==> src/rtl/fqsr_pkg.sv <==
`timescale 1ns / 1ps

package fqsr_pkg;

  // Queue geometry.
  localparam int DEPTH    = 16;
  localparam int ID_WIDTH = 16;
  localparam int CNT_W    = $clog2(DEPTH + 1);
  localparam int IDX_W    = (DEPTH > 1) ? $clog2(DEPTH) : 1;

  // Port field widths.
  localparam int KIND_W   = 2;
  localparam int ID_W     = 16;
  localparam int STATUS_W = 2;
  localparam int VALUE_W  = 16;
  localparam int COUNT_W  = 5;

  typedef enum logic [KIND_W-1:0] {
    OP_PUSH   = 2'd0,
    OP_POP    = 2'd1,
    OP_FIND   = 2'd2,
    OP_REMOVE = 2'd3
  } op_t;

  typedef enum logic [STATUS_W-1:0] {
    STS_OK   = 2'd0,
    STS_MISS = 2'd1,
    STS_FULL = 2'd2
  } status_t;

  // Commands from the controller to the datapath.
  typedef struct packed {
    logic capture;
    logic execute;
  } fqsr_cmd_t;

endpackage

==> src/rtl/fqsr_ctrl.sv <==
`timescale 1ns / 1ps

module fqsr_ctrl (
  input  logic              clk,
  input  logic              rst_n,
  input  logic              in_valid,
  output logic              in_stall,
  output logic              out_valid,
  input  logic              out_stall,
  output fqsr_pkg::fqsr_cmd_t cmd
);
  import fqsr_pkg::*;

  typedef enum logic {
    ST_IDLE,
    ST_EXEC
  } state_t;

  state_t state_r;
  logic   out_valid_r;
  logic   accept;

  // A new beat waits while an operation runs or a result is held back.
  assign in_stall    = (state_r == ST_EXEC) || (out_valid_r && out_stall);
  assign accept      = in_valid && !in_stall;
  assign cmd.capture = accept;
  assign cmd.execute = (state_r == ST_EXEC);
  assign out_valid   = out_valid_r;

  always_ff @(posedge clk) begin
    if (!rst_n) begin
      state_r     <= ST_IDLE;
      out_valid_r <= 1'b0;
    end else begin
      case (state_r)
        ST_IDLE: begin
          if (accept) begin
            state_r <= ST_EXEC;
          end
          if (out_valid_r && !out_stall) begin
            out_valid_r <= 1'b0;
          end
        end
        ST_EXEC: begin
          state_r     <= ST_IDLE;
          out_valid_r <= 1'b1;
        end
        default: begin
          state_r     <= ST_IDLE;
          out_valid_r <= 1'b0;
        end
      endcase
    end
  end

endmodule

==> src/rtl/fqsr_dp.sv <==
`timescale 1ns / 1ps

module fqsr_dp (
  input  logic                          clk,
  input  logic                          rst_n,
  input  fqsr_pkg::fqsr_cmd_t           cmd,
  input  logic [fqsr_pkg::KIND_W-1:0]   in_kind,
  input  logic [fqsr_pkg::ID_W-1:0]     in_id,
  output logic [fqsr_pkg::STATUS_W-1:0] out_status,
  output logic [fqsr_pkg::VALUE_W-1:0]  out_value,
  output logic                          out_found,
  output logic [fqsr_pkg::COUNT_W-1:0]  out_count,
  output logic                          out_empty_res
);
  import fqsr_pkg::*;

  op_t                 kind_r;
  logic [ID_WIDTH-1:0] key_r;
  logic [ID_WIDTH-1:0] cells_r   [DEPTH];
  logic [ID_WIDTH-1:0] cells_nxt [DEPTH];
  logic [CNT_W-1:0]    occ_r;
  logic [CNT_W-1:0]    occ_nxt;
  status_t             status_r;
  status_t             status_nxt;
  logic [VALUE_W-1:0]  value_r;
  logic [VALUE_W-1:0]  value_nxt;
  logic                found_r;
  logic                found_nxt;

  logic [DEPTH-1:0]    match;
  logic [DEPTH-1:0]    first;
  logic [DEPTH-1:0]    shift_en;
  logic [DEPTH-1:0]    wr_en;
  logic                hit;
  logic                is_full;
  logic                is_empty;
  logic                push_ok;

  assign is_full  = (occ_r == CNT_W'(DEPTH));
  assign is_empty = (occ_r == '0);

  // Every live cell compares against the key at once; the oldest match wins.
  for (genvar g = 0; g < DEPTH; g++) begin : g_cmp
    assign match[g] = (CNT_W'(g) < occ_r) && (cells_r[g] == key_r);
    assign wr_en[g] = push_ok && (occ_r == CNT_W'(g));
  end

  assign hit   = |match;
  assign first = match & (~match + DEPTH'(1));

  always_comb begin
    status_nxt = STS_OK;
    value_nxt  = '0;
    found_nxt  = 1'b0;
    occ_nxt    = occ_r;
    shift_en   = '0;
    push_ok    = 1'b0;
    case (kind_r)
      OP_PUSH: begin
        if (is_full) begin
          status_nxt = STS_FULL;
        end else begin
          push_ok = 1'b1;
          occ_nxt = occ_r + CNT_W'(1);
        end
      end
      OP_POP: begin
        if (is_empty) begin
          status_nxt = STS_MISS;
        end else begin
          value_nxt = VALUE_W'(cells_r[0]);
          shift_en  = '1;
          occ_nxt   = occ_r - CNT_W'(1);
        end
      end
      OP_FIND: begin
        found_nxt  = hit;
        status_nxt = hit ? STS_OK : STS_MISS;
      end
      OP_REMOVE: begin
        if (hit) begin
          found_nxt = 1'b1;
          shift_en  = ~(first - DEPTH'(1));
          occ_nxt   = occ_r - CNT_W'(1);
        end else begin
          status_nxt = STS_MISS;
        end
      end
      default: begin
        status_nxt = STS_MISS;
      end
    endcase
  end

  // Cells at and behind the removed position take their neighbor's value.
  for (genvar g = 0; g < DEPTH; g++) begin : g_cell
    if (g < DEPTH - 1) begin : g_mid
      assign cells_nxt[g] = wr_en[g]    ? key_r :
                            shift_en[g] ? cells_r[g+1] : cells_r[g];
    end else begin : g_last
      assign cells_nxt[g] = wr_en[g] ? key_r : cells_r[g];
    end
  end

  always_ff @(posedge clk) begin
    if (cmd.capture) begin
      kind_r <= op_t'(in_kind);
      key_r  <= ID_WIDTH'(in_id);
    end
    if (cmd.execute) begin
      cells_r  <= cells_nxt;
      status_r <= status_nxt;
      value_r  <= value_nxt;
      found_r  <= found_nxt;
    end
  end

  always_ff @(posedge clk) begin
    if (!rst_n) begin
      occ_r <= '0;
    end else if (cmd.execute) begin
      occ_r <= occ_nxt;
    end
  end

  assign out_status    = status_r;
  assign out_value     = value_r;
  assign out_found     = found_r;
  assign out_count     = COUNT_W'(occ_r);
  assign out_empty_res = is_empty;

endmodule

==> src/rtl/fifo_queue_with_search_and_remove.sv <==
`timescale 1ns / 1ps
// The controller captures an accepted beat, then runs the parallel
// compare-and-shift over all cells and registers the result. No new beat
// is taken while one executes or while a stalled result is held.
// Reset (rst_n low, synchronous) empties the queue and drops any pending
// result; cell contents are left as they are and never read until written.
module fifo_queue_with_search_and_remove (
  input  logic                          clk,
  input  logic                          rst_n,
  input  logic                          in_valid,
  output logic                          in_stall,
  input  logic [fqsr_pkg::KIND_W-1:0]   in_kind,
  input  logic [fqsr_pkg::ID_W-1:0]     in_id,
  output logic                          out_valid,
  input  logic                          out_stall,
  output logic [fqsr_pkg::STATUS_W-1:0] out_status,
  output logic [fqsr_pkg::VALUE_W-1:0]  out_value,
  output logic                          out_found,
  output logic [fqsr_pkg::COUNT_W-1:0]  out_count,
  output logic                          out_empty_res
);
  import fqsr_pkg::*;

  // The controller sequences each beat: capture it, then execute it against
  // the cell array while loading the result register.
  fqsr_cmd_t cmd;

  fqsr_ctrl u_ctrl (
    .clk       (clk),
    .rst_n     (rst_n),
    .in_valid  (in_valid),
    .in_stall  (in_stall),
    .out_valid (out_valid),
    .out_stall (out_stall),
    .cmd       (cmd)
  );

  // The datapath holds the cells, the occupancy count and the result
  // register. Count and empty flag follow the occupancy, which cannot move
  // while a result is still waiting to be taken.
  fqsr_dp u_dp (
    .clk           (clk),
    .rst_n         (rst_n),
    .cmd           (cmd),
    .in_kind       (in_kind),
    .in_id         (in_id),
    .out_status    (out_status),
    .out_value     (out_value),
    .out_found     (out_found),
    .out_count     (out_count),
    .out_empty_res (out_empty_res)
  );

endmodule

==> config.mk <==
export PLATFORM = sky130hd
export DESIGN_NAME = fifo_queue_with_search_and_remove
export DESIGN_NICKNAME = d
export VERILOG_FILES = /design/src/rtl/fqsr_pkg.sv /design/src/rtl/fqsr_ctrl.sv /design/src/rtl/fqsr_dp.sv /design/src/rtl/fifo_queue_with_search_and_remove.sv
export SDC_FILE = /design/constraint.sdc
export NUM_CORES = 1
export LEC_CHECK = 0
export ABC_AREA = 1
export BUFFER_PORTS_ARGS = -buffer_cell sky130_fd_sc_hd__clkbuf_2
export CORE_AREA = 2 2 254 256
export DETAILED_ROUTE_END_ITERATION = 8
export DIE_AREA = 0 0 256 258
export PLACE_DENSITY = 0.47
export SLEW_MARGIN = 20
export SYNTH_ARGS = -nofsm -noshare
export SYNTH_HDL_FRONTEND = slang
export SYNTH_SLANG_ARGS = --single-unit
==> constraint.sdc <==
create_clock -name clk -period 4.1 [get_ports clk]
set_clock_uncertainty 0.15 [all_clocks]
set_input_delay 0.41 -clock clk [delete_from_list [all_inputs] [get_ports clk]]
set_output_delay 0.41 -clock clk [all_outputs]
set_load 0.01 [all_outputs]
==> flow_summary.toml <==
[synth]
synth.top_cells.by_area = "edfxtp_1 (47%), nand2_1 (19%), o21ai_0 (6.6%)"
synth_flop_cell = "edfxtp_1"
synth.avg_cell_area_sq_um = 7.50
syn_area_sq_um = 18900
synth_common_cells = "nand2_1 (964), edfxtp_1 (293), nor2_1 (276)"
synth_edf_count = 293
ys_seq_elements = 300
synth_top_area_share = 0.466
synth_cell_type_count = 41
syn_nets = 2545
synth_top_cell_by_area = "edfxtp_1"
synth-async-reset-ratio = 0
yosysSeqAreaShare = 0.473
ys_warn_count = 0
synth_most_common_cell = "nand2_1"
synthCells = 2518

[pwr]
power_switching_w = 0.00206
clkPwrFrac = 0.438
sequentialPowerShare = 0.447
power_density_nw_per_um2 = 354
internal_power_w = 0.00563
leakagePower_nw = 9.78
ir_drop_mv = 0.267
switching_share = 0.268
combPwrFrac = 0.115

[timing]
fin_tns_setup_ns = 0
hold_viol_final = 0
layout_min_cycle_time_ns = 3.58
rsz0062_at_grt = "no"
slew_headroom = 0.383
fmax_ghz = 0.279
worstMarginPinSlew_ns = 0.918
setup_viol = 0
post-route-period-util = 0.874
setup_ws_ns = 0.518
maxSlewViolCount = 0

[cells_and_area]
multiInputGateArea_sq_um = 8340
syn_to_final_growth_pct = 14.8
register_area_sq_um = 8940
n_fill_cell = 6840
layout-drive-gt1-share = 0.0913
fin_nets = 2618

[clock_tree]
cts_made_buffers = 38
tritoncts = "done"
htree_levels = 2
clock-sinks = 300
clk_pin_slew_ns = 0.06
clock-root-buffer = "clkbuf_16"
cts_buffer_depth = 3
clk-insertion-delay-late_ns = 0.56

[global_routing]
first_global_vias = 16888
grt_pass1_wl_mm = 109
overflow = 0
antenna_found_initial = 1
grt_max_degree = 34
grt_usage = 0.223

[detailed_routing]
drcViolationCount = 0
ant_nets = 0
routedWlPerCell_microns = 21.4
num_vias = 17035
drtIter0Drc = 1308
firstDrtPassIters = 6
totalWireLength_mm = 74.4
viasPerCell = 4.90

[critical_path]
crit_path_max_fanout = 16
worstSetupPathType = "reg2reg"
startpoint_type = "flip-flop"
worstPathArrival_ns = 3.62
cp.required_ns = 4.14
cp-end-kind = "flip-flop"

[die]
initial_core_util = 0.297
die_w_microns = 256
ios = 49
dieArea_sq_um = 66000
core-area_sq_um = 63600
rows = 93
die_h_microns = 258

[place]
dpl_worst_slack_ns = 0.517
place_congestion = 0.913
port-buffer-count = 48
hpwl_mm = 54.7

[status]
status = "finished clean"

[flow_run]
maxCapViolCount = 0

[min_path]
min_path_type = "in2reg"
[path summary, 6_finish.rpt]
kind | endpoint | cells past startpoint | slack (ns) | startpoint
min reg2reg | u_ctrl.out_valid | 2 | 0.37 | u_ctrl.out_valid
max reg2reg | u_dp.cells_r[20] | 11 | 0.52 | u_dp.out_count[0]
min | u_ctrl.out_valid | 3 | 0.06 | rst_n
max | u_dp.cells_r[20] | 11 | 0.52 | u_dp.out_count[0]
[metrics by stage]
stage	power [W]	area, sq um	utilization	hold WS (ns)	instances
final	0.00769	21700	0.341	0.0628	3474
after detailed placement	0.00436	20300	0.318	0.355	3386
after global routing	0.00795	21700	0.341	0.106	3473
after CTS	0.00776	21700	0.341	0.0493	3473
after global placement	0.00437	20300	0.318	0.340	3386
after floorplan	0.00399	18900	-	0.278	2518
[power by group through the flow]
stage               clock network [W]  registers [W]  logic [W]
floorplan                           0        0.00349   0.000505
global placement                    0        0.00350   0.000868
detailed placement                  0        0.00350   0.000863
CTS                           0.00344        0.00343   0.000881
global route                  0.00356        0.00344   0.000956
finish                        0.00337        0.00343   0.000882
[cell usage in the layout, fill, tap and decap left out, types with 41 or more instances in the layout]
cell and n:
edfxtp_1 293, nand4_1 54, nand3_1 75, nor2_1 275, nand2_1 964, inv_1 242
xor2_1 79, clkbuf_16 41, clkbuf_2 48, buf_4 74, o21ai_0 249
[routing by layer]
layer / part of all wire / GRT usage / wire (microns) / up-vias
met1: 0.43 / 0.278 / 31900 / 8139
met5: 0 / 0 / 0 / -
li1: - / - / - / 8269
met4: 0.038 / 0.0837 / 2810 / 0
met3: 0.042 / 0.0221 / 3130 / 136
met2: 0.49 / 0.397 / 36600 / 491
[registers in the layout (all words and copies together), names as in the netlist]
name              cells
u_dp.out_value       16
u_ctrl.out_valid      1
u_dp.out_count        5
u_dp.cells_r        256
u_dp.kind_r           2
u_dp.out_found        1
u_ctrl.state_r        1
u_dp.out_status       2
u_dp.key_r           16
[what timing repair did]
action | 4_1_cts | 5_1_grt
buffers inserted | 0 | 0
endpoints found under the hold margin | 20 | 0
gates resized for setup | 0 | 0
hold buffers | 20 | 0
[layout make-up]
class / count / area share
Sequential cell: 300 / 0.412
Inverter: 264 / 0.0460
Clock buffer: 45 / 0.0480
Timing Repair Buffer: 148 / 0.0515
Clock inverter: 22 / 0.00836
Multi-Input combinational cell: 1839 / 0.385
Antenna cell: 1 / 0.000115
Tap cell: 855 / 0.0493
[logic make-up after synthesis]
logic type,count (synthesis),synth area share
buffers and inverters,379,0.0866
flip-flops,300,0.473
adder cells (fa/ha/maj),5,0.00331
XOR/XNOR,91,0.0442
AO/OA/AOI/OAI,268,0.0713
AND/OR/NAND/NOR,1475,0.321
[worst max-delay path, cell delays in order, from the launching register on]
cell,delay [ns]
dfxtp_1,0.62
inv_2,0.23
ha_1,0.32
nand3_1,0.13
nand2_1,0.25
inv_2,0.24
nand3_1,0.17
nor2_1,0.30
inv_1,0.15
nand3_1,0.11
nand2_1,0.06
inv_1,0.47
Note: power is estimated with default switching activity, not from simulation.
